### config.mk
export PLATFORM = sky130hd
export DESIGN_NAME = ads_share_ram
export DESIGN_NICKNAME = d
export VERILOG_FILES = /design/src/rtl/core/ads_pkg.sv /design/src/rtl/core/ads_share_ram.sv
export SDC_FILE = /design/constraint.sdc
export NUM_CORES = 2
export LEC_CHECK = 0
export ABC_AREA = 0
export BUFFER_PORTS_ARGS = -buffer_cell sky130_fd_sc_hd__buf_2
export CAP_MARGIN = 20
export CORE_UTILIZATION = 45
export CTS_CLUSTER_DIAMETER = 120
export DETAILED_ROUTE_END_ITERATION = 6
export HOLD_SLACK_MARGIN = 0.03
export SLEW_MARGIN = 5
export SYNTH_ARGS = -nofsm -noshare
export SYNTH_HDL_FRONTEND = slang
export SYNTH_SLANG_ARGS = --single-unit
### constraint.sdc
create_clock -name clock -period 7.05 [get_ports clock]
set_clock_uncertainty 0.2 [all_clocks]
set_input_delay 0 -clock clock [delete_from_list [all_inputs] [get_ports clock]]
set_output_delay 0 -clock clock [all_outputs]
set_load 0.01 [all_outputs]
### src/rtl/core/ads_pkg.sv
package ads_pkg;

   localparam int ADS_ROW_CAPACITY = 512;

   localparam int ADS_WIDTH_W  = 10;
   localparam int ADS_THRESH_W = 8;
   localparam int ADS_CSR_IDX_W = 4;

   localparam logic [ADS_WIDTH_W-1:0]  ADS_WIDTH_RESET  = 10'd384;
   localparam logic [ADS_THRESH_W-1:0] ADS_THRESH_RESET = 8'd128;

   localparam logic [ADS_CSR_IDX_W-1:0] ADS_REG_IMAGE_WIDTH = 4'd0;
   localparam logic [ADS_CSR_IDX_W-1:0] ADS_REG_THRESHOLD   = 4'd1;

   localparam logic [7:0] ADS_WHITE_LEVEL = 8'd255;
   localparam int         ADS_SHARE_SHIFT = 3;

   // An error share spans -31..31.
   typedef logic signed [5:0] ads_share_type;
   localparam ads_share_type ADS_SHARE_ZERO = 6'sd0;

   typedef struct packed {
      logic       frame_start;
      logic [7:0] pixel_level;
   } ads_req_type;

   typedef struct packed {
      logic dot_white;
      logic row_end;
   } ads_rsp_type;

   typedef struct packed {
      logic [ADS_CSR_IDX_W-1:0] index;
      logic [ADS_WIDTH_W-1:0]   data;
   } ads_csr_type;

   typedef struct packed {
      logic [ADS_WIDTH_W-1:0]  image_width;
      logic [ADS_THRESH_W-1:0] threshold;
   } ads_cfg_type;

   // Pixel held between the share store read and the result register.
   typedef struct packed {
      logic       valid;
      logic [7:0] level;
      logic       use_older;
      logic       use_prev;
      logic       c_ge1;
      logic       c_ge2;
      logic       last;
      logic       clamped;
      logic       sel;
   } ads_slot_type;

endpackage

### src/rtl/core/ads_share_ram.sv
module ads_share_ram #(
   parameter int  DEPTH = ads_pkg::ADS_ROW_CAPACITY,
   localparam int AW    = $clog2(DEPTH)
) (
   input  logic                  clock,
   input  logic                  wr_en,
   input  logic [AW-1:0]         wr_addr,
   input  ads_pkg::ads_share_type wr_data,
   input  logic                  rd_en,
   input  logic [AW-1:0]         rd_addr_a,
   input  logic [AW-1:0]         rd_addr_b,
   output ads_pkg::ads_share_type rd_data_a,
   output ads_pkg::ads_share_type rd_data_b
);

   ads_pkg::ads_share_type mem_ff [DEPTH];
   ads_pkg::ads_share_type rd_a_ff, rd_b_ff;

   assign rd_data_a = rd_a_ff;
   assign rd_data_b = rd_b_ff;

   always_ff @(posedge clock) begin
      if (wr_en) begin
         mem_ff[wr_addr] <= wr_data;
      end
   end

   // Pass a same-cycle write straight through to the read register.
   always_ff @(posedge clock) begin
      if (rd_en) begin
         rd_a_ff <= (wr_en && wr_addr == rd_addr_a) ? wr_data : mem_ff[rd_addr_a];
         rd_b_ff <= (wr_en && wr_addr == rd_addr_b) ? wr_data : mem_ff[rd_addr_b];
      end
   end

endmodule

==> key figures <==
Final layout
  – Area growth syn-to-layout: 10.4%
  – Fillcell total: 26,200
  – Area of the multi-input gates: 49,900 sq um
  – Sequential cell area: 92,600 sq um
  – Net count, final: 7,936
  – Layout cell share with drive strength beyond 1: 0.272
  – Final Cell Area: 162,000 sq um

Pwr
  – P_sw: 9.74 mW
  – Internal power: 31.4 mW
  – Sequential share of power: 0.492
  – Lkg Pwr: 50.1 nW
  – Pwr dens: 254 nW/um^2
  – Clock network power share: 0.426
  – Combinational Power Share: 0.082
  – VDD IR max: 0.182 mV
  – Switching share of power: 0.237
  – Tot Pwr: 41.1 mW

Run status
  – Failing checks: design-rule violations, negative hold slack
  – Run status: complete, but fails checks

Critical path
  – Worst Path Arrival: 5780 ps
  – Crit. End Element: flip-flop
  – CP Class: in -> reg
  – Worst reg2reg setup slack: 2760 ps
  – CP required: 7680 ps
  – Startpoint types: input port
  – Max Fanout on Critical Path: 45

Clock network
  – Root buf cell: clkbuf_16
  – Num Clock Sinks: 3,084
  – CTS tree: done
  – TritonCTS Buffers: 328
  – Clock transition at path regs: 60 ps
  – Deepest level of the CTS H-tree: 5
  – Post-CTS Setup Bufs: 0
  – Clk_lat worst skew: 990 ps
  – Clock Tree Buf Depth: 4

Floorplanning
  – Num rows: 209
  – Core outline area: 324,000 sq um
  – Horiz. Die Dim: 573 microns
  – Initial core utilization: 0.452
  – Full die area: 328,000 sq um
  – Die H: 573 microns
  – I/O pins: 48

Synthesis
  – Warnings, synthesis: 0
  – Syn nets: 7,948
  – Top_reg_cell synth: edfxtp_1
  – Synthesized cell area: 147,000 sq um
  – FFs w/ async S/R, synth: 0
  – Most frequent cells after synthesis: edfxtp_1, mux4_2, nor2_1, mux2i_1, nand2_1
  – Post-synth top area share: 0.632
  – Yosys top cell by area: edfxtp_1
  – Most frequent cell after synthesis: edfxtp_1
  – Yosys cell types: 79
  – Post-synth EDFFs: 3,084
  – Register area share after synthesis: 0.632
  – Post-synthesis register bit count: 3,084
  – Area contributors post-synth: edfxtp_1, mux4_2, mux2i_1
  – Syn Area/Cell: 18.5 sq um
  – Synth Instances: 7,912

Timing
  – Max-slew headroom: 0.137
  – Final setup viols: 0
  – Setup repair after global routing missed its margin: false
  – Worst-Margin Slew: 1290 ps
  – Fin crit share: 0.730
  – Fin crit period: 5140 ps
  – Max Clk Rate: 194 MHz
  – Setup TNS: 0 ps
  – Hold Violations, Final: 4
  – Max Slew Vio Count: 0
  – Hold Slack: -35.2 ps

Routing
  – DR DRC count: 6
  – Final antenna-violating net count: 0
  – Vias/cell: 7.03
  – Initial DRC count: 13,200
  – Routed WL: 505,000 microns
  – Via count: 88,100
  – Drt first pass iters: 7
  – Drt wl/cell: 40.3 microns

Placement
  – Port Buffer Count: 47
  – Gpl congestion: 0.973
  – HPWL after DPL: 324,000 microns
  – Placed cell areas: 151,000 sq um

Global routing
  – Number of global-route vias before repair: 87,200
  – Grt total ovfl: 0
  – Global-route wire length before repair: 696,000 microns
  – Total track usage: 0.304
  – Initial antenna violation count: 43
  – Largest net degree at the start of global routing: 200

Hold path
  – Hold Crit Class: in -> reg

Job
  – Max_cap viols: 0
## logic make-up (layout without fill, tap and decap cells)
group,after synthesis,after routing,synth area share
compound gates,896,896,0.0439
xor+xnor,18,18,0.00108
buf+inv,675,924,0.0295
flops,3084,3084,0.632
mux,1893,1893,0.251
other cells,0,42,0
simple gates,1346,1346,0.0429
## through the flow
step / utilization / setup WS [ps] / cells / hold slack, ps
2_1_floorplan: - / 4500 / 7912 / -101
3_3_place_gp: 0.464 / 1150 / 11800 / 302
3_5_place_dp: 0.465 / 2170 / 11800 / 315
4_1_cts: 0.499 / 2100 / 12500 / 51.7
5_1_grt: 0.499 / 2110 / 12500 / 49.9
6_report: 0.500 / 1910 / 12500 / -35.2
## area by class of cell
type	instances	area share
diodes	42	0.000649
clock buffers	379	0.0524
multi-input cells	4153	0.309
well taps	4325	0.0334
repair buffers	325	0.0194
clock inverters	212	0.0133
inverters	8	0.000247
flip-flops and latches	3084	0.572
## timing repair
| item | CTS | global route |
|---|---|---|
| resized for setup | 0 | 0 |
| hold buffers | 41 | 0 |
| endpoints found under the hold margin | 2844 | 0 |
| setup endpoints to repair | 0 | 0 |
## routing by layer
layer,wire length [microns],part of all wire,GRT usage
met3,62300,0.12,0.0926
met1,185000,0.37,0.403
met5,689,0.0014,0.00145
met4,28400,0.056,0.150
met2,228000,0.45,0.457
## critical path: stages
cell	delay, ps
dlygate4sd3_1	550
buf_6	220
buf_4	370
nand3b_1	890
buf_4	500
o22ai_1	320
a211oi_1	110
a221oi_1	1100
nand4_1	230
or3_1	510
o211ai_1	200
dlygate4sd3_1	560
## placed cells by master, fill, tap and decap left out, drive strengths merged, types with 36 or more instances in the layout
cell,netlist,layout
a21oi,87,87
nor2,627,627
o21ai,108,108
diode,0,42
mux2,50,50
a221oi,47,47
clkbuf,220,385
nor2b,36,36
clkinv,0,156
bufinv,0,37
nand3,77,77
a211oi,76,76
nand4,54,54
a22o,43,43
nor3,97,97
o221ai,61,61
buf,446,280
edfxtp,3084,3084
mux2i,444,444
o22ai,152,152
nand2,225,225
a22oi,155,155
a2111oi,44,44
mux4,1399,1399
dlygate4sd3,0,37
nor4,36,36
## final timing paths
check / from / end / cells after the start
worst min register to register: mem_ff[315][2] / rd_data_b[2] / 6
worst max-delay path: rd_addr_b[2] / rd_data_b[3] / 12
worst max register to register: mem_ff[66][0] / rd_data_b[0] / 9
worst min-delay path: wr_data[4] / mem_ff[49][4] / 2
## flip-flops by register name, indices dropped and copies added, names as in the netlist
| signal | flops |
|---|---|
| rd_data_b | 6 |
| rd_data_a | 6 |
| mem_ff | 3072 |
## power groups by stage
stage / Sequential (mW) / Clock, mW / Combinational [mW]
after floorplan: 20.6 / 0 / 1.88
after global placement: 20.6 / 0 / 3.21
after detailed placement: 20.6 / 0 / 3.24
after CTS: 20.2 / 17.6 / 3.29
after global routing: 20.2 / 18.2 / 3.42
final: 20.2 / 17.5 / 3.37
(Power assumes the default switching activity.)
