`src/rtl/core/ads_pkg.sv`:
```
package ads_pkg;

   localparam int ADS_ROW_CAPACITY = 512;

   localparam int ADS_WIDTH_W  = 10;
   localparam int ADS_THRESH_W = 8;
   localparam int ADS_CSR_IDX_W = 4;

   localparam logic [ADS_WIDTH_W-1:0]  ADS_WIDTH_RESET  = 10'd384;
   localparam logic [ADS_THRESH_W-1:0] ADS_THRESH_RESET = 8'd128;

   localparam logic [ADS_CSR_IDX_W-1:0] ADS_REG_IMAGE_WIDTH = 4'd0;
   localparam logic [ADS_CSR_IDX_W-1:0] ADS_REG_THRESHOLD   = 4'd1;

   localparam logic [7:0] ADS_WHITE_LEVEL = 8'd255;
   localparam int         ADS_SHARE_SHIFT = 3;

   // An error share spans -31..31.
   typedef logic signed [5:0] ads_share_type;
   localparam ads_share_type ADS_SHARE_ZERO = 6'sd0;

   typedef struct packed {
      logic       frame_start;
      logic [7:0] pixel_level;
   } ads_req_type;

   typedef struct packed {
      logic dot_white;
      logic row_end;
   } ads_rsp_type;

   typedef struct packed {
      logic [ADS_CSR_IDX_W-1:0] index;
      logic [ADS_WIDTH_W-1:0]   data;
   } ads_csr_type;

   typedef struct packed {
      logic [ADS_WIDTH_W-1:0]  image_width;
      logic [ADS_THRESH_W-1:0] threshold;
   } ads_cfg_type;

   // Pixel held between the share store read and the result register.
   typedef struct packed {
      logic       valid;
      logic [7:0] level;
      logic       use_older;
      logic       use_prev;
      logic       c_ge1;
      logic       c_ge2;
      logic       last;
      logic       clamped;
      logic       sel;
   } ads_slot_type;

endpackage

```
`src/rtl/core/ads_front.sv`:
```
module ads_front #(
   parameter int  ROW_CAPACITY = ads_pkg::ADS_ROW_CAPACITY,
   localparam int CW           = $clog2(ROW_CAPACITY),
   localparam int WW           = $clog2(ROW_CAPACITY + 1)
) (
   input  logic                                clock,
   input  logic                                reset,
   input  logic                                req_valid,
   output logic                                req_ready,
   input  ads_pkg::ads_req_type                 req_payload,
   input  logic [ads_pkg::ADS_WIDTH_W-1:0]      image_width,
   input  logic                                advance,
   output ads_pkg::ads_slot_type                slot,
   output logic [CW-1:0]                        slot_col,
   output logic                                rd_en,
   output logic [CW-1:0]                        rd_addr_a,
   output logic [CW-1:0]                        rd_addr_b
);

   localparam int CMPW = (WW > ads_pkg::ADS_WIDTH_W) ? WW : ads_pkg::ADS_WIDTH_W;
   localparam logic [CMPW-1:0] MAX_EXT = CMPW'(ROW_CAPACITY);

   logic [CW-1:0]   column_ff, column_in;
   logic [1:0]      rows_ff, rows_in;
   logic            sel_ff, sel_in;
   ads_pkg::ads_slot_type slot_ff, slot_in;
   logic [CW-1:0]   col_ff, col_in;

   logic            accept;
   logic [CMPW-1:0] width_ext;
   logic [WW-1:0]   width_eff;
   logic [CW-1:0]   col_cur;
   logic [1:0]      rows_cur;
   logic            clamped;
   logic [CW-1:0]   col;
   logic            last;

   assign req_ready = !reset && (!slot_ff.valid || advance);
   assign accept    = req_valid && req_ready;
   assign slot      = slot_ff;
   assign slot_col  = col_ff;
   assign rd_en     = accept;
   assign rd_addr_a = col;
   // A clamped column always ends its row, so the right tap is free for c-1.
   assign rd_addr_b = clamped ? col - CW'(1) : col + CW'(1);

   always_comb begin
      width_ext = CMPW'(image_width);
      if (width_ext == '0) begin
         width_eff = WW'(1);
      end else if (width_ext > MAX_EXT) begin
         width_eff = WW'(ROW_CAPACITY);
      end else begin
         width_eff = width_ext[WW-1:0];
      end

      col_cur  = req_payload.frame_start ? '0 : column_ff;
      rows_cur = req_payload.frame_start ? 2'd0 : rows_ff;
      clamped  = WW'(col_cur) >= width_eff;
      col      = clamped ? CW'(width_eff - WW'(1)) : col_cur;
      last     = (WW'(col) + WW'(1)) >= width_eff;
   end

   always_comb begin
      column_in = column_ff;
      rows_in   = rows_ff;
      sel_in    = sel_ff;
      col_in    = col_ff;
      slot_in   = slot_ff;
      if (advance) begin
         slot_in.valid = 1'b0;
      end
      if (accept) begin
         col_in            = col;
         slot_in.valid     = 1'b1;
         slot_in.level     = req_payload.pixel_level;
         slot_in.use_older = rows_cur[1];
         slot_in.use_prev  = rows_cur != 2'd0;
         slot_in.c_ge1     = col != '0;
         slot_in.c_ge2     = |col[CW-1:1];
         slot_in.last      = last;
         slot_in.clamped   = clamped;
         slot_in.sel       = sel_ff;
         if (last) begin
            // Swap row stores by flipping the bank select.
            column_in = '0;
            rows_in   = rows_cur[1] ? rows_cur : rows_cur + 2'd1;
            sel_in    = !sel_ff;
         end else begin
            column_in = col + CW'(1);
            rows_in   = rows_cur;
         end
      end
   end

   always_ff @(posedge clock) begin
      if (reset) begin
         column_ff     <= '0;
         rows_ff       <= 2'd0;
         sel_ff        <= 1'b0;
         slot_ff.valid <= 1'b0;
      end else begin
         column_ff <= column_in;
         rows_ff   <= rows_in;
         sel_ff    <= sel_in;
         slot_ff   <= slot_in;
      end
   end

   always_ff @(posedge clock) begin
      col_ff <= col_in;
   end

endmodule

```
`config.mk`:
```
export PLATFORM = sky130hd
export DESIGN_NAME = ads_front
export DESIGN_NICKNAME = d
export VERILOG_FILES = /design/src/rtl/core/ads_pkg.sv /design/src/rtl/core/ads_front.sv
export SDC_FILE = /design/constraint.sdc
export NUM_CORES = 1
export LEC_CHECK = 0
export ABC_AREA = 1
export BUFFER_PORTS_ARGS = -buffer_cell sky130_fd_sc_hd__buf_2
export CAP_MARGIN = 10
export CORE_ASPECT_RATIO = 0.8
export CORE_MARGIN = 4
export CORE_UTILIZATION = 50
export DETAILED_ROUTE_END_ITERATION = 6
export PLACE_DENSITY = 0.74
export SKIP_LAST_GASP = 1
export SYNTH_ARGS = -nofsm -noshare
export SYNTH_HDL_FRONTEND = slang
export SYNTH_SLANG_ARGS = --single-unit
export TNS_END_PERCENT = 30
```
`constraint.sdc`:
```
create_clock -name clock -period 5.5 [get_ports clock]
set_clock_uncertainty 0.15 [all_clocks]
set_input_delay 0.275 -clock clock [delete_from_list [all_inputs] [get_ports clock]]
set_output_delay 0.275 -clock clock [all_outputs]
set_load 0.02 [all_outputs]
```
==> results.json <==
{
  "cp.required_ns": 5.59,
  "cp_max_fo": 14,
  "setup_tns_ns": 0,
  "grt_pass1_vias": 2427,
  "gp_congestion": 0.986,
  "reg2regPathDepth": 26,
  "syn_avg_cell_area_um2": 7.67,
  "avgViaCountPerCell": 5.23,
  "totalWireLength_mm": 7.28,
  "hold_violations": 0,
  "placed_cells": 504,
  "worst_pin_slew_ns": 0.804,
  "timing.fmax_ghz": 0.201,
  "outcome": "complete, no violations",
  "num_antenna_cells": 0,
  "synth_top_area_share_pct": 25.8,
  "ant_nets": 0,
  "r2r_start": "column_ff[4]",
  "antenna_found_initial": 0,
  "clk-insertion-delay-late_ns": 0.29,
  "p_leak_nw": 1.64,
  "powerDensity_mw_per_mm2": 225,
  "area_growth_pct": 19.8,
  "cts_setup_buffers": 0,
  "syn_area_mm2": 0.00279,
  "ys_ff_latch": 37,
  "hold_buffers": 7,
  "mostFrequentLayoutCells": "nand2_1, buf_2, inv_1",
  "top_layer": "met4",
  "critical_path_class": "input port to flop",
  "routedLengthMet1_mm": 3.39,
  "route.met3.wl_um": 548,
  "die_area_mm2": 0.00685,
  "cpLargestDelayFamily": "simple AND/OR/NAND/NOR gates",
  "grt.overflow.total": 0,
  "crit_cells": 27,
  "critical-path-max-stage-delay_ns": 0.76,
  "cts_buffer_depth": 2,
  "crit_end": "rows_ff[0]",
  "rows": 24,
  "syn_inst": 364,
  "cp_common_cell": "nand2_1",
  "relSlewSlack_pct": 45.7,
  "rsz0062_at_grt": "no",
  "start_util_pct": 51.4,
  "ys_top_cells_by_area": "edfxtp_1, nand2_1, ha_1",
  "drv_slew": 0,
  "clk_pin_slew_worst_paths_ns": 0.07,
  "route.met2.wl_mm": 3.26,
  "cts_resized": 0,
  "finalCritPeriodShare_pct": 90.3,
  "yosys.area.top_type": "edfxtp_1",
  "drt_iter0_markers": 183,
  "ys_seq_area_share_pct": 35.1,
  "startpoint": "image_width[3]",
  "slowest_stage": "o41ai_1",
  "vias": 2713,
  "fp.dieH_um": 74.8,
  "grt_max_degree": 16,
  "finalCriticalPeriod_ns": 4.97,
  "die_x_um": 91.5,
  "finish.utilization_pct": 61.5,
  "rrSetupSlack_ns": 0.81,
  "synthesis.nets": 411,
  "final-setup-viol-count": 0,
  "fp.coreArea_mm2": 0.00544,
  "r2r_end": "rows_ff[0]",
  "drc": 0,
  "place_hpwl_mm": 5.92,
  "critPathBufInv": 4,
  "synth.distinct_cells": 41,
  "hp-class": "input port to flop",
  "htreeDepth": 2,
  "root_buffer": "clkbuf_8",
  "grt_pass1_wl_mm": 11.9,
  "port_buffers": 67,
  "power_w": 0.000752,
  "final_cells": 519,
  "max-vdd-ir-drop_v": 0.000162,
  "worstPathArrival_ns": 5.06,
  "end_kind": "flop",
  "firstDrtPassIters": 5,
  "drive_gt1_share_pct": 24.7,
  "boundaryPins": 68,
  "wire_per_inst_um": 14.0,
  "cap_viol_max_count": 0,
  "critPathLaunchType": "input port",
  "final_common_cell": "nand2_1",
  "tritoncts": "done",
  "ys_warn_count": 0,
  "fin_nets": 487,
  "grt_use_total_pct": 22.1,
  "cts.sinks": 37,
  "numCtsBuffers": 5
}
## worst min-delay path by stage
stage	from	to	slack (ns)	depth (start not counted)
after floorplan	reset	column_ff[2]	0.19	1
after global placement	sel_ff	slot[0]	0.27	0
after detailed placement	sel_ff	slot[0]	0.26	0
after CTS	req_payload[4]	slot[11]	0.002	1
after global routing	req_payload[4]	slot[11]	0.006	1
final	req_payload[4]	slot[11]	0.009	1
## synthesized netlist by cell type, drive strengths merged
| cell type | n |
|---|---|
| nand2 | 103 |
| a21oi | 25 |
| nor3 | 1 |
| dfxtp | 13 |
| a2bb2oi | 1 |
| o21a | 1 |
| o211ai | 2 |
| o221ai | 1 |
| o41ai | 3 |
| nand3 | 16 |
| buf | 3 |
| clkbuf | 4 |
| xnor2 | 1 |
| o21bai | 2 |
| xor2 | 5 |
| inv | 54 |
| and3 | 1 |
| o22ai | 1 |
| nor2 | 47 |
| edfxtp | 24 |
| ha | 24 |
| o21ai | 18 |
| and2 | 1 |
| nand3b | 1 |
| a31oi | 1 |
| nand4 | 11 |
## per-stage QoR
step	setup WS [ns]	cell area, um^2	hold slack, ns
after floorplan	0.814	2790	0.194
after global placement	0.433	3190	0.267
after detailed placement	0.290	3190	0.263
after CTS	0.581	3340	0.00192
after global routing	0.0936	3340	0.00584
final	0.535	3340	0.00946
## area by class of cell
cell class                 instances  area (um^2)
multi-input combinational        266         1560
clock buffer                       6         72.6
tap                               78         97.6
fill                             475         2090
inverter                          54          203
clock inverter                     2         11.3
timing repair buffer              76          420
sequential                        37          981
## routing by layer
metal	GRT usage, %	vias to the layer above
li1	-	1358
met1	30.8	1230
met2	35.1	114
met3	4.00	11
met4	7.02	0
met5	0	-
## where the power goes
| part | switching, W | internal (W) |
|---|---|---|
| sequential | 0.00000351 | 0.000313 |
| combinational | 0.000172 | 0.0000823 |
| clock | 0.0000938 | 0.0000877 |
## flip-flops by register name, indices dropped and copies added, names as in the netlist
signal and cells:
column_ff 9, rows_ff 2, sel_ff 1, slot 16, slot_col 9
## cell families after synthesis
group                      synth area share [%]
DFF                                        35.1
buffers and inverters                      9.01
xor gates and xnor gates                   2.15
AOI/OAI and AO/OA                          13.0
adders and majority gates                  10.8
and+or+nand+nor                            30.0
Note: power is estimated with default switching activity, not from simulation.
