===== config.mk =====
export PLATFORM = sky130hd
export DESIGN_NAME = ads_back
export DESIGN_NICKNAME = d
export VERILOG_FILES = /design/src/rtl/core/ads_pkg.sv /design/src/rtl/core/ads_back.sv
export SDC_FILE = /design/constraint.sdc
export NUM_CORES = 1
export LEC_CHECK = 0
export ABC_AREA = 1
export BUFFER_PORTS_ARGS = -buffer_cell sky130_fd_sc_hd__buf_2
export CORE_ASPECT_RATIO = 0.6
export CORE_MARGIN = 2
export CORE_UTILIZATION = 59
export DETAILED_ROUTE_END_ITERATION = 12
export PLACE_DENSITY = 0.83
export SYNTH_ARGS = -nofsm -noshare
export SYNTH_HDL_FRONTEND = slang
export SYNTH_SLANG_ARGS = --single-unit

===== constraint.sdc =====
create_clock -name clock -period 16.9 [get_ports clock]
set_clock_uncertainty 0.2 [all_clocks]
set_input_delay 2.535 -clock clock [delete_from_list [all_inputs] [get_ports clock]]
set_output_delay 2.535 -clock clock [all_outputs]
set_load 0.01 [all_outputs]

===== src/rtl/core/ads_pkg.sv =====
package ads_pkg;

   localparam int ADS_ROW_CAPACITY = 512;

   localparam int ADS_WIDTH_W  = 10;
   localparam int ADS_THRESH_W = 8;
   localparam int ADS_CSR_IDX_W = 4;

   localparam logic [ADS_WIDTH_W-1:0]  ADS_WIDTH_RESET  = 10'd384;
   localparam logic [ADS_THRESH_W-1:0] ADS_THRESH_RESET = 8'd128;

   localparam logic [ADS_CSR_IDX_W-1:0] ADS_REG_IMAGE_WIDTH = 4'd0;
   localparam logic [ADS_CSR_IDX_W-1:0] ADS_REG_THRESHOLD   = 4'd1;

   localparam logic [7:0] ADS_WHITE_LEVEL = 8'd255;
   localparam int         ADS_SHARE_SHIFT = 3;

   // An error share spans -31..31.
   typedef logic signed [5:0] ads_share_type;
   localparam ads_share_type ADS_SHARE_ZERO = 6'sd0;

   typedef struct packed {
      logic       frame_start;
      logic [7:0] pixel_level;
   } ads_req_type;

   typedef struct packed {
      logic dot_white;
      logic row_end;
   } ads_rsp_type;

   typedef struct packed {
      logic [ADS_CSR_IDX_W-1:0] index;
      logic [ADS_WIDTH_W-1:0]   data;
   } ads_csr_type;

   typedef struct packed {
      logic [ADS_WIDTH_W-1:0]  image_width;
      logic [ADS_THRESH_W-1:0] threshold;
   } ads_cfg_type;

   // Pixel held between the share store read and the result register.
   typedef struct packed {
      logic       valid;
      logic [7:0] level;
      logic       use_older;
      logic       use_prev;
      logic       c_ge1;
      logic       c_ge2;
      logic       last;
      logic       clamped;
      logic       sel;
   } ads_slot_type;

endpackage


===== src/rtl/core/ads_back.sv =====
module ads_back (
   input  logic                                clock,
   input  logic                                reset,
   input  ads_pkg::ads_slot_type                slot,
   input  ads_pkg::ads_share_type               bank0_a,
   input  ads_pkg::ads_share_type               bank0_b,
   input  ads_pkg::ads_share_type               bank1_a,
   input  ads_pkg::ads_share_type               bank1_b,
   input  logic [ads_pkg::ADS_THRESH_W-1:0]     threshold,
   input  logic                                rsp_ready,
   output logic                                advance,
   output logic                                rsp_valid,
   output ads_pkg::ads_rsp_type                 rsp_payload,
   output logic                                wr_en0,
   output logic                                wr_en1,
   output ads_pkg::ads_share_type               wr_share
);

   function automatic logic [7:0] sat_add(input logic [7:0] level,
                                          input ads_pkg::ads_share_type share);
      logic signed [9:0] sum;
      sum = $signed({2'b00, level}) + $signed({{4{share[5]}}, share});
      if (sum < 0) begin
         return 8'd0;
      end else if (sum > 10'sd255) begin
         return 8'd255;
      end else begin
         return sum[7:0];
      end
   endfunction

   ads_pkg::ads_share_type left_ff, left_in;
   ads_pkg::ads_share_type second_left_ff, second_left_in;
   ads_pkg::ads_share_type prev_left_ff, prev_left_in;
   logic                   out_valid_ff, out_valid_in;
   ads_pkg::ads_rsp_type   out_ff, out_in;

   ads_pkg::ads_share_type prev_mid, prev_right, older_mid, prev_left, share;
   logic [7:0]             lv1, lv2, lv3, lv4, lv5, lv6;
   logic                   white;
   logic [4:0]             mag;

   assign advance     = slot.valid && (!out_valid_ff || rsp_ready);
   assign rsp_valid   = out_valid_ff;
   assign rsp_payload = out_ff;
   assign wr_en0      = advance && slot.sel;
   assign wr_en1      = advance && !slot.sel;
   assign wr_share    = share;

   always_comb begin
      prev_mid   = slot.sel ? bank1_a : bank0_a;
      prev_right = slot.sel ? bank1_b : bank0_b;
      older_mid  = slot.sel ? bank0_a : bank1_a;
      prev_left  = slot.clamped ? prev_right : prev_left_ff;

      // Clamp after every addition, in the fixed neighbour order.
      lv1 = sat_add(slot.level, slot.use_older ? older_mid : ads_pkg::ADS_SHARE_ZERO);
      lv2 = sat_add(lv1, (slot.use_prev && slot.c_ge1) ? prev_left
                                                       : ads_pkg::ADS_SHARE_ZERO);
      lv3 = sat_add(lv2, slot.use_prev ? prev_mid : ads_pkg::ADS_SHARE_ZERO);
      lv4 = sat_add(lv3, (slot.use_prev && !slot.last) ? prev_right
                                                       : ads_pkg::ADS_SHARE_ZERO);
      lv5 = sat_add(lv4, slot.c_ge2 ? second_left_ff : ads_pkg::ADS_SHARE_ZERO);
      lv6 = sat_add(lv5, slot.c_ge1 ? left_ff : ads_pkg::ADS_SHARE_ZERO);

      white = lv6 >= threshold;
      // Truncate toward zero: shift the magnitude, then restore the sign.
      mag   = white ? 5'((ads_pkg::ADS_WHITE_LEVEL - lv6) >> ads_pkg::ADS_SHARE_SHIFT)
                    : 5'(lv6 >> ads_pkg::ADS_SHARE_SHIFT);
      share = white ? -$signed({1'b0, mag}) : $signed({1'b0, mag});
   end

   always_comb begin
      left_in        = left_ff;
      second_left_in = second_left_ff;
      prev_left_in   = prev_left_ff;
      out_in         = out_ff;
      out_valid_in   = out_valid_ff;
      if (rsp_ready) begin
         out_valid_in = 1'b0;
      end
      if (advance) begin
         left_in          = share;
         second_left_in   = left_ff;
         prev_left_in     = prev_mid;
         out_valid_in     = 1'b1;
         out_in.dot_white = white;
         out_in.row_end   = slot.last;
      end
   end

   always_ff @(posedge clock) begin
      if (reset) begin
         left_ff        <= ads_pkg::ADS_SHARE_ZERO;
         second_left_ff <= ads_pkg::ADS_SHARE_ZERO;
         out_valid_ff   <= 1'b0;
      end else begin
         left_ff        <= left_in;
         second_left_ff <= second_left_in;
         out_valid_ff   <= out_valid_in;
      end
   end

   always_ff @(posedge clock) begin
      prev_left_ff <= prev_left_in;
      out_ff       <= out_in;
   end

endmodule


==> results.md <==
- Status: complete, no violations
- CTS H-tree lvls: 1
- Ys async rst share: 0%
- GR Util met3: 5.85%
- Global-route track usage on met2: 45.0%
- Final Max Tran Viols: 0
- Initial Util: 60.6%
- Hold Buf Count CTS: 0
- Commonest non-fill, non-tap cells in the layout: nand2_1 (132), inv_1 (116), buf_2 (61), nor2_1 (60), a21oi_1 (54)
- Tot GR Track Use: 28.7%
- Worst EP required: 14160 ps
- Clk Latency, worst-skew pair: 250 ps
- Gr ovfl total: 0
- Crit. End Element: primary output
- CTS sink count: 21
- Tightest Hold Check Type: flop to flop
- Maxcap violations: 0
- Final net count: 872
- WL per Instance: 15.1 µm
- Slew HR: 46.5%
- Ports: 63
- Fin util: 79.3%
- Grt met1 use: 42.7%
- First-pass GRT wire length: 17.9 mm
- EDFF count, synth: 8
- CORE AREA: 6650 µm²
- Worst-case reg-to-reg path depth: 74
- Sequential element share of the synthesized area: 12.4%
- CP Launch Type: input port
- CP most frequent cell: nand2_1
- Synth Area per Inst: 6.21 µm²
- Critical R2R Launch: prev_left_ff[5]
- Worst-margin pin slew: 802 ps
- Final worst-path cycle share: 97.0%
- Final WL: 12.7 mm
- Reg clk slew, reported paths: 60 ps
- PwrDens: 220 nW/µm²
- Commonest non-fill, non-tap cell in the layout: nand2_1
- Most used routing layer: met2
- Yosys warning count: 0
- Full die area: 7530 µm²
- Post-Syn Nets: 764
- Via density: 5.64
- Fmax: 0.0610 GHz
- Root Driver: clkbuf_16
- Antenna diodes: 0
- Max FO, Critical Path: 10
- Leakage dissipation: 3.00 nW
- Syn Std Cell Area: 4030 µm²
- Synthesis-to-finish area growth: 30.8%
- Worst Path Class, Setup: input port to primary output
- Final HPWL from detailed placement: 9.44 mm
- Worst Hold Path EP: second_left_ff[1]
- Post-synthesis cell type count: 39
- Period minus WS final: 16390 ps
- Reg-to-reg endpoint: left_ff[5]
- Port buffer count: 62
- Hold Path Stages: 2
- CTS buffer count: 3
- Layout cells sized above 1: 27.9%
- Largest net degree at the start of global routing: 25
- Vias in the first global route: 3860
- Placed Area: 4660 µm²
- Setup violators final: 0
- Worst hold start: second_left_ff[1]
- Worst-path cell with the longest stage delay: ha_1
- Initial antenna violation count: 0
- Iter 0 DRT Violations: 437
- Total number of vias: 4754
- Clk buf depth: 2
- Post-route cell area: 5270 µm²
- Final Hold Fails: 0
- CTS tree: yes
- Worst path max stage delay: 410 ps
- Gate Count Post-Synth: 649
- Top FF cell, synth: dfxtp_1
- FP Rows: 23
- GP Congestion: 0.972
- WP data arrival: 13660 ps
- Number of remaining DRC errors: 0
- Die height: 68.0 µm
- Drt first pass iters: 5
- Flop2flop setup slack: 6640 ps
- Post-synthesis register bit count: 21
- Die width: 111 µm
- ANT nets after route: 0
- IR drop worst, VDD: 0.485 mV
-- worst max-delay path: cells and delay by family --
kind / cells / cell delay [ps]
AO/OA/AOI/OAI: 18 / 2660
XOR/XNOR: 2 / 470
adder cells (fa/ha/maj): 10 / 2930
buffers and inverters: 13 / 1170
AND/OR/NAND/NOR: 42 / 3920
-- layout make-up --
| class | instances | area [µm²] |
|---|---|---|
| inverter | 127 | 479 |
| clock buffer | 4 | 78.8 |
| timing repair buffer | 110 | 681 |
| tap | 87 | 109 |
| sequential | 21 | 500 |
| fill | 463 | 1380 |
| multi-input combinational | 494 | 3420 |
-- synth_stat cells, types with 3 or more instances --
library cell  count  share of area (%)
a21o_1            3               0.56
a21oi_1          70                8.7
dfxtp_1          13                6.5
edfxtp_1          8                6.0
fa_1              6                3.0
ha_1             58                 18
inv_1           126                 12
mux2i_1           4               0.99
nand2_1         148                 14
nand3_1          20                2.5
nand4_1           7                1.1
nor2_1           67                6.2
o2111ai_1         4               0.87
o211ai_1          4               0.75
o21ai_0          42                5.2
or2_2             3               0.47
xnor2_1          12                2.6
xor2_1           28                6.1
-- sequential cells by signal, summed over array words and instances (netlist names) --
signal	count
second_left_ff	6
rsp_payload	2
prev_left_ff	6
left_ff	6
rsp_valid	1
-- where the power goes --
| group | internal [mW] | switching (mW) | total (mW) |
|---|---|---|---|
| registers | 0.0667 | 0.00792 | 0.0746 |
| logic | 0.446 | 0.587 | 1.03 |
| clock network | 0.0321 | 0.0178 | 0.0499 |
-- timing repair --
action | CTS | global route
resized for setup | 4 | 110
cloned | 0 | 0
pin swaps | 0 | 51
setup buffers | 0 | 15
endpoints found under the setup margin | 6 | 6
-- layer usage --
layer  wire (µm)  vias up
li1            -     2305
met1        5830     2162
met2        5510      263
met3        1260       24
met4         138        0
met5           0        -
-- worst max-delay path by stage --
stage / startpoint / endpoint / cells after the start
after floorplan: slot[0] / wr_share[4] / 82
after global placement: slot[0] / wr_share[4] / 81
after detailed placement: slot[0] / wr_share[4] / 80
after CTS: slot[0] / wr_share[4] / 82
after global routing: slot[0] / wr_share[5] / 87
final: slot[0] / wr_share[5] / 85
-- logic make-up after synthesis --
logic type	share of synthesized area, %
XOR/XNOR	8.70
adder cells (fa/ha/maj)	21.0
flip-flops	12.4
AND/OR/NAND/NOR	26.1
multiplexers	0.994
AO/OA/AOI/OAI	18.0
buffers and inverters	12.7
-- per-stage QoR --
step	power, mW	setup WS [ps]	hold WS [ps]	std cells	TNS (ps)
floorplan	0.607	1090	255	649	0
global placement	0.870	533	268	824	0
detailed placement	0.897	-134	276	824	-589
CTS	0.954	26.0	290	828	0
global route	1.26	-292	309	843	-1480
finish	1.16	505	289	843	0
Power figures use the tool's default switching activity.
