## src/rtl/core/ads_pkg.sv

```systemverilog
package ads_pkg;

   localparam int ADS_ROW_CAPACITY = 512;

   localparam int ADS_WIDTH_W  = 10;
   localparam int ADS_THRESH_W = 8;
   localparam int ADS_CSR_IDX_W = 4;

   localparam logic [ADS_WIDTH_W-1:0]  ADS_WIDTH_RESET  = 10'd384;
   localparam logic [ADS_THRESH_W-1:0] ADS_THRESH_RESET = 8'd128;

   localparam logic [ADS_CSR_IDX_W-1:0] ADS_REG_IMAGE_WIDTH = 4'd0;
   localparam logic [ADS_CSR_IDX_W-1:0] ADS_REG_THRESHOLD   = 4'd1;

   localparam logic [7:0] ADS_WHITE_LEVEL = 8'd255;
   localparam int         ADS_SHARE_SHIFT = 3;

   // An error share spans -31..31.
   typedef logic signed [5:0] ads_share_type;
   localparam ads_share_type ADS_SHARE_ZERO = 6'sd0;

   typedef struct packed {
      logic       frame_start;
      logic [7:0] pixel_level;
   } ads_req_type;

   typedef struct packed {
      logic dot_white;
      logic row_end;
   } ads_rsp_type;

   typedef struct packed {
      logic [ADS_CSR_IDX_W-1:0] index;
      logic [ADS_WIDTH_W-1:0]   data;
   } ads_csr_type;

   typedef struct packed {
      logic [ADS_WIDTH_W-1:0]  image_width;
      logic [ADS_THRESH_W-1:0] threshold;
   } ads_cfg_type;

   // Pixel held between the share store read and the result register.
   typedef struct packed {
      logic       valid;
      logic [7:0] level;
      logic       use_older;
      logic       use_prev;
      logic       c_ge1;
      logic       c_ge2;
      logic       last;
      logic       clamped;
      logic       sel;
   } ads_slot_type;

endpackage

```

## src/rtl/core/ads_csr.sv

```systemverilog
module ads_csr (
   input  logic                clock,
   input  logic                reset,
   input  logic                csr_valid,
   output logic                csr_ready,
   input  ads_pkg::ads_csr_type csr_payload,
   output ads_pkg::ads_cfg_type cfg
);

   ads_pkg::ads_cfg_type cfg_ff, cfg_in;

   assign csr_ready = !reset;
   assign cfg       = cfg_ff;

   always_comb begin
      cfg_in = cfg_ff;
      if (csr_valid) begin
         case (csr_payload.index)
            ads_pkg::ADS_REG_IMAGE_WIDTH: cfg_in.image_width = csr_payload.data;
            ads_pkg::ADS_REG_THRESHOLD:
               cfg_in.threshold = csr_payload.data[ads_pkg::ADS_THRESH_W-1:0];
            default: cfg_in = cfg_ff;
         endcase
      end
   end

   always_ff @(posedge clock) begin
      if (reset) begin
         cfg_ff.image_width <= ads_pkg::ADS_WIDTH_RESET;
         cfg_ff.threshold   <= ads_pkg::ADS_THRESH_RESET;
      end else begin
         cfg_ff <= cfg_in;
      end
   end

endmodule

```

## config.mk

```make
export PLATFORM = sky130hd
export DESIGN_NAME = ads_csr
export DESIGN_NICKNAME = d
export VERILOG_FILES = /design/src/rtl/core/ads_pkg.sv /design/src/rtl/core/ads_csr.sv
export SDC_FILE = /design/constraint.sdc
export NUM_CORES = 1
export LEC_CHECK = 0
export ABC_AREA = 1
export BUFFER_PORTS_ARGS = -buffer_cell sky130_fd_sc_hd__buf_2
export CORE_MARGIN = 2
export CORE_UTILIZATION = 50
export CTS_CLUSTER_DIAMETER = 50
export DETAILED_ROUTE_END_ITERATION = 6
export GPL_ROUTABILITY_DRIVEN = 1
export GPL_TIMING_DRIVEN = 0
export PLACE_DENSITY_LB_ADDON = 0.25
export SLEW_MARGIN = 10
export SYNTH_ARGS = -nofsm -noshare
export SYNTH_HDL_FRONTEND = slang
export SYNTH_SLANG_ARGS = --single-unit
export TNS_END_PERCENT = 100
```

## constraint.sdc

```tcl
create_clock -name clock -period 1.9 [get_ports clock]
set_input_delay 0.19 -clock clock [delete_from_list [all_inputs] [get_ports clock]]
set_output_delay 0.19 -clock clock [all_outputs]
set_load 0.05 [all_outputs]
```

==> impl_metrics.yaml, run 1 <==
outcome:
  status: "finished clean"
logic_synthesis:
  netlist_area_um2: 891
  synth_top_cell_by_area: "dfxtp_1"
  syn_area_per_cell_um2: 7.01
  yosys.cell_types.count: 17
  synth_nets: 144
  syn_inst: 127
  synth_top_area_share: 0.404
  yosysSeqAreaShare: 0.404
  ys_ff_latch: 18
  yosysWarnings: 0
  synth_area_leaders: "dfxtp_1 (40%), nand4_1 (12%), nand2_1 (11%)"
setup_path:
  cp.required_ns: 1.71
  cp_max_fo: 10
  crit_type: "in2out"
  cp-end-kind: "output port"
  arrival_ns: 0.98
  rrSetupSlack_ns: 1.28
  critPathLaunchType: "input pin"
timing:
  maxSlewViolCount: 0
  timing.fmax_mhz: 856
  relSlewSlack: 0.842
  rsz0062_at_grt: "no"
  hold_viol: 0
  period_minus_slack_ns: 1.17
  finalClockSkew_ns: 0
  tns_ns: 0
  worstMarginPinSlew_ns: 0.235
  fin_crit_sh: 0.615
  setup_violations: 0
routing:
  viasPerCell: 4.70
  via_count: 898
  drt_iter0_drc: 15
  final_antenna_net_count: 0
  drcViolationCount: 0
  wirelength_um: 1930
  post_drt_wl_per_cell_um: 10.1
  drt_pass1_iterations: 4
floorplan:
  start_util: 0.522
  rows: 15
  die_w_um: 46.2
  core-area_um2: 1710
  die_y_um: 46.2
  die_area_um2: 2140
  ios: 36
grt:
  grtUsageTotal: 0.211
  grt_pass1_vias: 791
  antenna_found_initial: 0
  grt_max_degree: 11
  grt.overflow.total: 0
  grt_pass1_wl_um: 3280
power:
  power.total_mw: 0.765
  vdd_drop_max_mv: 0.443
  p_leak_nw: 0.614
  p_per_area_nw_per_um2: 675
clock_tree:
  clock_path_buffers: 2
  cts_buffers: 3
  cts_tree: "built"
  clk_pin_slew_ns: 0.10
  cts_hold_buf: 0
  cts_resized: 0
  clock_latency_ns: 0.30
  post_cts_buffers: 0
  cts_sinks: 18
  cts_max_level: 1
  cts_root_buf: "clkbuf_4"
placement:
  globalplace.congestion: 0.734
  dp_hpwl_um: 1500
  placed_area_um2: 1100
  portBuffers: 35
finish:
  finalNetCount: 184
  design_area_um2: 1130
  largest_reg_flops: 18
  diodes: 0
  final_layout_size_suffix_gt1_frac: 0.301
  area_delta_synth_final_pct: 27.2
flow_run:
  drv_cap: 0
min_path:
  min_path_type: "in2reg"
-- layout make-up --
cell class,instances,area [um2]
fill,160,574
multi-input combinational,76,379
sequential,18,360
timing repair buffer,35,175
inverter,28,105
buffer,5,46.3
clock buffer,4,36.3
tap,25,31.3
-- critical path, stage by stage --
cell	delay, ns
buf_2	0.10
clkinv_1	0.14
buf_2	0.25
buf_2	0.30
-- cells in the mapped netlist (all sizes together) --
library cell,count
nor2,26
nand4,18
nand3,4
nand2,27
dfxtp,18
inv,27
buf,5
clkinv,1
o21ai,1
-- power by group --
| group | switching (mW) | total (mW) | internal (mW) |
|---|---|---|---|
| Combinational | 0.0938 | 0.137 | 0.0432 |
| Clock | 0.122 | 0.239 | 0.117 |
| Sequential | 0.00371 | 0.389 | 0.386 |
-- placed cells by master, fill, tap and decap left out, drive strengths merged --
cell type	synthesis	layout
nand3	4	4
inv	27	27
nor2	26	26
clkinv	1	1
dfxtp	18	18
buf	5	40
nand4	18	18
nand2	27	27
clkbuf	0	4
o21ai	1	1
-- cell families after synthesis --
| family | share of synthesized area |
|---|---|
| and+or+nand+nor | 0.420 |
| DFF | 0.404 |
| AOI/OAI and AO/OA | 0.00561 |
| buffers and inverters | 0.170 |
-- final timing paths --
path / startpoint / endpoint / cells after the start
worst min register to register: cfg[16] / cfg[16] / 2
worst max-delay path: reset / csr_ready / 4
worst max register to register: cfg[10] / cfg[10] / 4
worst min-delay path: csr_payload[8] / cfg[16] / 3
-- through the flow --
| stage | worst slack (ns) | util | instances | hold WS (ns) |
|---|---|---|---|---|
| after floorplan | 0.980 | - | 127 | 0.367 |
| after global placement | 0.745 | 0.642 | 187 | 0.437 |
| after detailed placement | 0.742 | 0.642 | 187 | 0.440 |
| after CTS | 0.742 | 0.664 | 191 | 0.172 |
| after global routing | 0.672 | 0.664 | 191 | 0.190 |
| final | 0.732 | 0.664 | 191 | 0.180 |
-- per-layer routing --
| layer | vias up | share of wire | global-route usage |
|---|---|---|---|
| met5 | - | 0 | 0 |
| met1 | 395 | 0.47 | 0.287 |
| met3 | 5 | 0.047 | 0.0235 |
| met2 | 31 | 0.46 | 0.325 |
| li1 | 467 | - | - |
| met4 | 0 | 0.020 | 0.109 |
No activity file was read; power rests on OpenSTA's default activity.
==> run 2: changes to the inputs <==
--- a/config.mk
+++ b/config.mk
@@ -8,7 +8,7 @@
 export ABC_AREA = 1
 export BUFFER_PORTS_ARGS = -buffer_cell sky130_fd_sc_hd__buf_2
 export CORE_MARGIN = 2
-export CORE_UTILIZATION = 50
+export CORE_UTILIZATION = 42
 export CTS_CLUSTER_DIAMETER = 50
 export DETAILED_ROUTE_END_ITERATION = 6
 export GPL_ROUTABILITY_DRIVEN = 1
==> constraint.sdc (replaced) <==
create_clock -name clock -period 1 [get_ports clock]
set_input_delay 0.1 -clock clock [delete_from_list [all_inputs] [get_ports clock]]
set_output_delay 0.1 -clock clock [all_outputs]
set_load 0.05 [all_outputs]
==> run 2 against run 1 <==
Effect of this change:
- utilization is 7.2 points lower
- routed wire length is 6.7% lower
- sequential power is 90% higher
- via count is 2.8% lower
- flip-flop and latch count stayed put
- count of clock-buffer cells in the layout is 1 lower
- final area is 3.4% higher
- largest power group unchanged
- highest routed layer unchanged
==> impl_metrics.yaml, run 2 (synthesis gave the netlist of run 1 again) <==
timing:
  timing.fmax_mhz: 1050
  relSlewSlack: 0.807
  fin_crit_sh: 0.952
  worstMarginPinSlew_ns: 0.289
  hold_viol: 0
  holdWs_ns: 0.0863
  maxSlewViolCount: 0
  rsz0062_at_grt: "no"
  finalClockSkew_ns: 0
  period_minus_slack_ns: 0.952
  setup_violations: 0
clock_tree:
  cts_hold_buf: 0
  clock_latency_ns: 0.28
  cts_root_buf: "clkbuf_4"
  cts_tree: "built"
  clk_pin_slew_ns: 0.10
  cts_sinks: 18
  post_cts_buffers: 0
  cts_resized: 2
  cts_max_level: 1
  clock_path_buffers: 2
  cts_buffers: 3
setup_path:
  rrSetupSlack_ns: 0.39
  critical-path-top-delay-family: "flip-flops"
  critPathLaunchType: "flop"
  ff2ff_path_depth: 2
  path_buf_inv: 1
  r2r_start: "cfg[3]"
  crit_path_cell_trace: "clkbuf_4"
  critPathSlowestCell: "dfxtp_1"
  crit_type: "reg2out"
  cp_max_fo: 2
  arrival_ns: 0.85
  cp-end-kind: "output port"
  reg2reg_to: "cfg[3]"
  cp_slowest_stage_delay_ns: 0.34
  cp.required_ns: 0.90
grt:
  antenna_found_initial: 0
  grt.overflow.total: 0
  grtUsageTotal: 0.154
  grt_pass1_vias: 727
  grt_max_degree: 11
  grt_pass1_wl_um: 3080
routing:
  drt_pass1_iterations: 4
  via_count: 873
  drt_iter0_drc: 12
  viasPerCell: 4.57
  wirelength_um: 1800
  drcViolationCount: 0
  final_antenna_net_count: 0
  post_drt_wl_per_cell_um: 9.42
power:
  vdd_drop_max_mv: 0.635
  p_per_area_nw_per_um2: 1150
  power.total_mw: 1.35
  p_leak_nw: 0.602
floorplan:
  die_w_um: 50.1
  core-area_um2: 1980
  ios: 36
  die_area_um2: 2510
  rows: 16
  start_util: 0.449
  die_y_um: 50.1
placement:
  portBuffers: 35
  globalplace.congestion: 0.772
  dp_hpwl_um: 1460
finish:
  layout_commonest_cell: "nand2_1"
  area_delta_synth_final_pct: 31.6
  final_layout_size_suffix_gt1_frac: 0.299
  diodes: 0
  mostFrequentLayoutCells: "nand2_1 (27), inv_1 (25), nor2_1 (24), dfxtp_1 (18), nand4_1 (17)"
  fin_util: 0.592
  finalNetCount: 183
  largest_reg_flops: 18
outcome:
  status: "finished clean"
flow_run:
  drv_cap: 0
min_path:
  worstHoldEndpoint: "cfg[16]"
  hp-start: "csr_payload[8]"
  min_path_cells: 3
  min_path_type: "in2reg"
## run 2: where the power goes
group,switching (mW),internal [mW]
logic,0.176,0.0907
registers,0.00748,0.732
clock network,0.206,0.140
total,0.389,0.963
## run 2: worst max path at each step
stage / from / end / slack, ns / depth (start not counted)
global placement: csr_payload[13] / cfg[6] / 0.01 / 7
finish: cfg[2] / cfg[2] / 0.05 / 1
floorplan: cfg[10] / cfg[10] / 0.08 / 4
CTS: cfg[7] / cfg[7] / 0.005 / 1
global route: cfg[9] / cfg[9] / 0.005 / 1
detailed placement: csr_payload[13] / cfg[5] / -0.005 / 7
## run 2: area by class of cell
cell class | instances | area [um2]
plain buffers | 4 | 41.3
clock buffers | 3 | 22.5
fillers | 189 | 810
inverters | 28 | 109
multi-input cells | 76 | 379
flip-flops and latches | 18 | 360
well taps | 27 | 33.8
repair buffers | 35 | 226
## run 2: routing by layer
layer	up-vias	GRT usage	share of wire
met4	0	0.0417	0.0056
met2	25	0.252	0.46
met5	-	0	0
met3	2	0.0333	0.067
li1	466	-	-
met1	380	0.203	0.47
## run 2: through the flow
stage | worst slack [ns] | setup TNS (ns) | std cells | instance area, um2
after CTS | 0.00456 | 0 | 192 | 1130
after global routing | 0.00502 | 0 | 191 | 1170
after floorplan | 0.0802 | 0 | 127 | 891
after global placement | 0.0106 | 0 | 189 | 1100
final | 0.0479 | 0 | 191 | 1170
after detailed placement | -0.00480 | -0.00480 | 189 | 1100
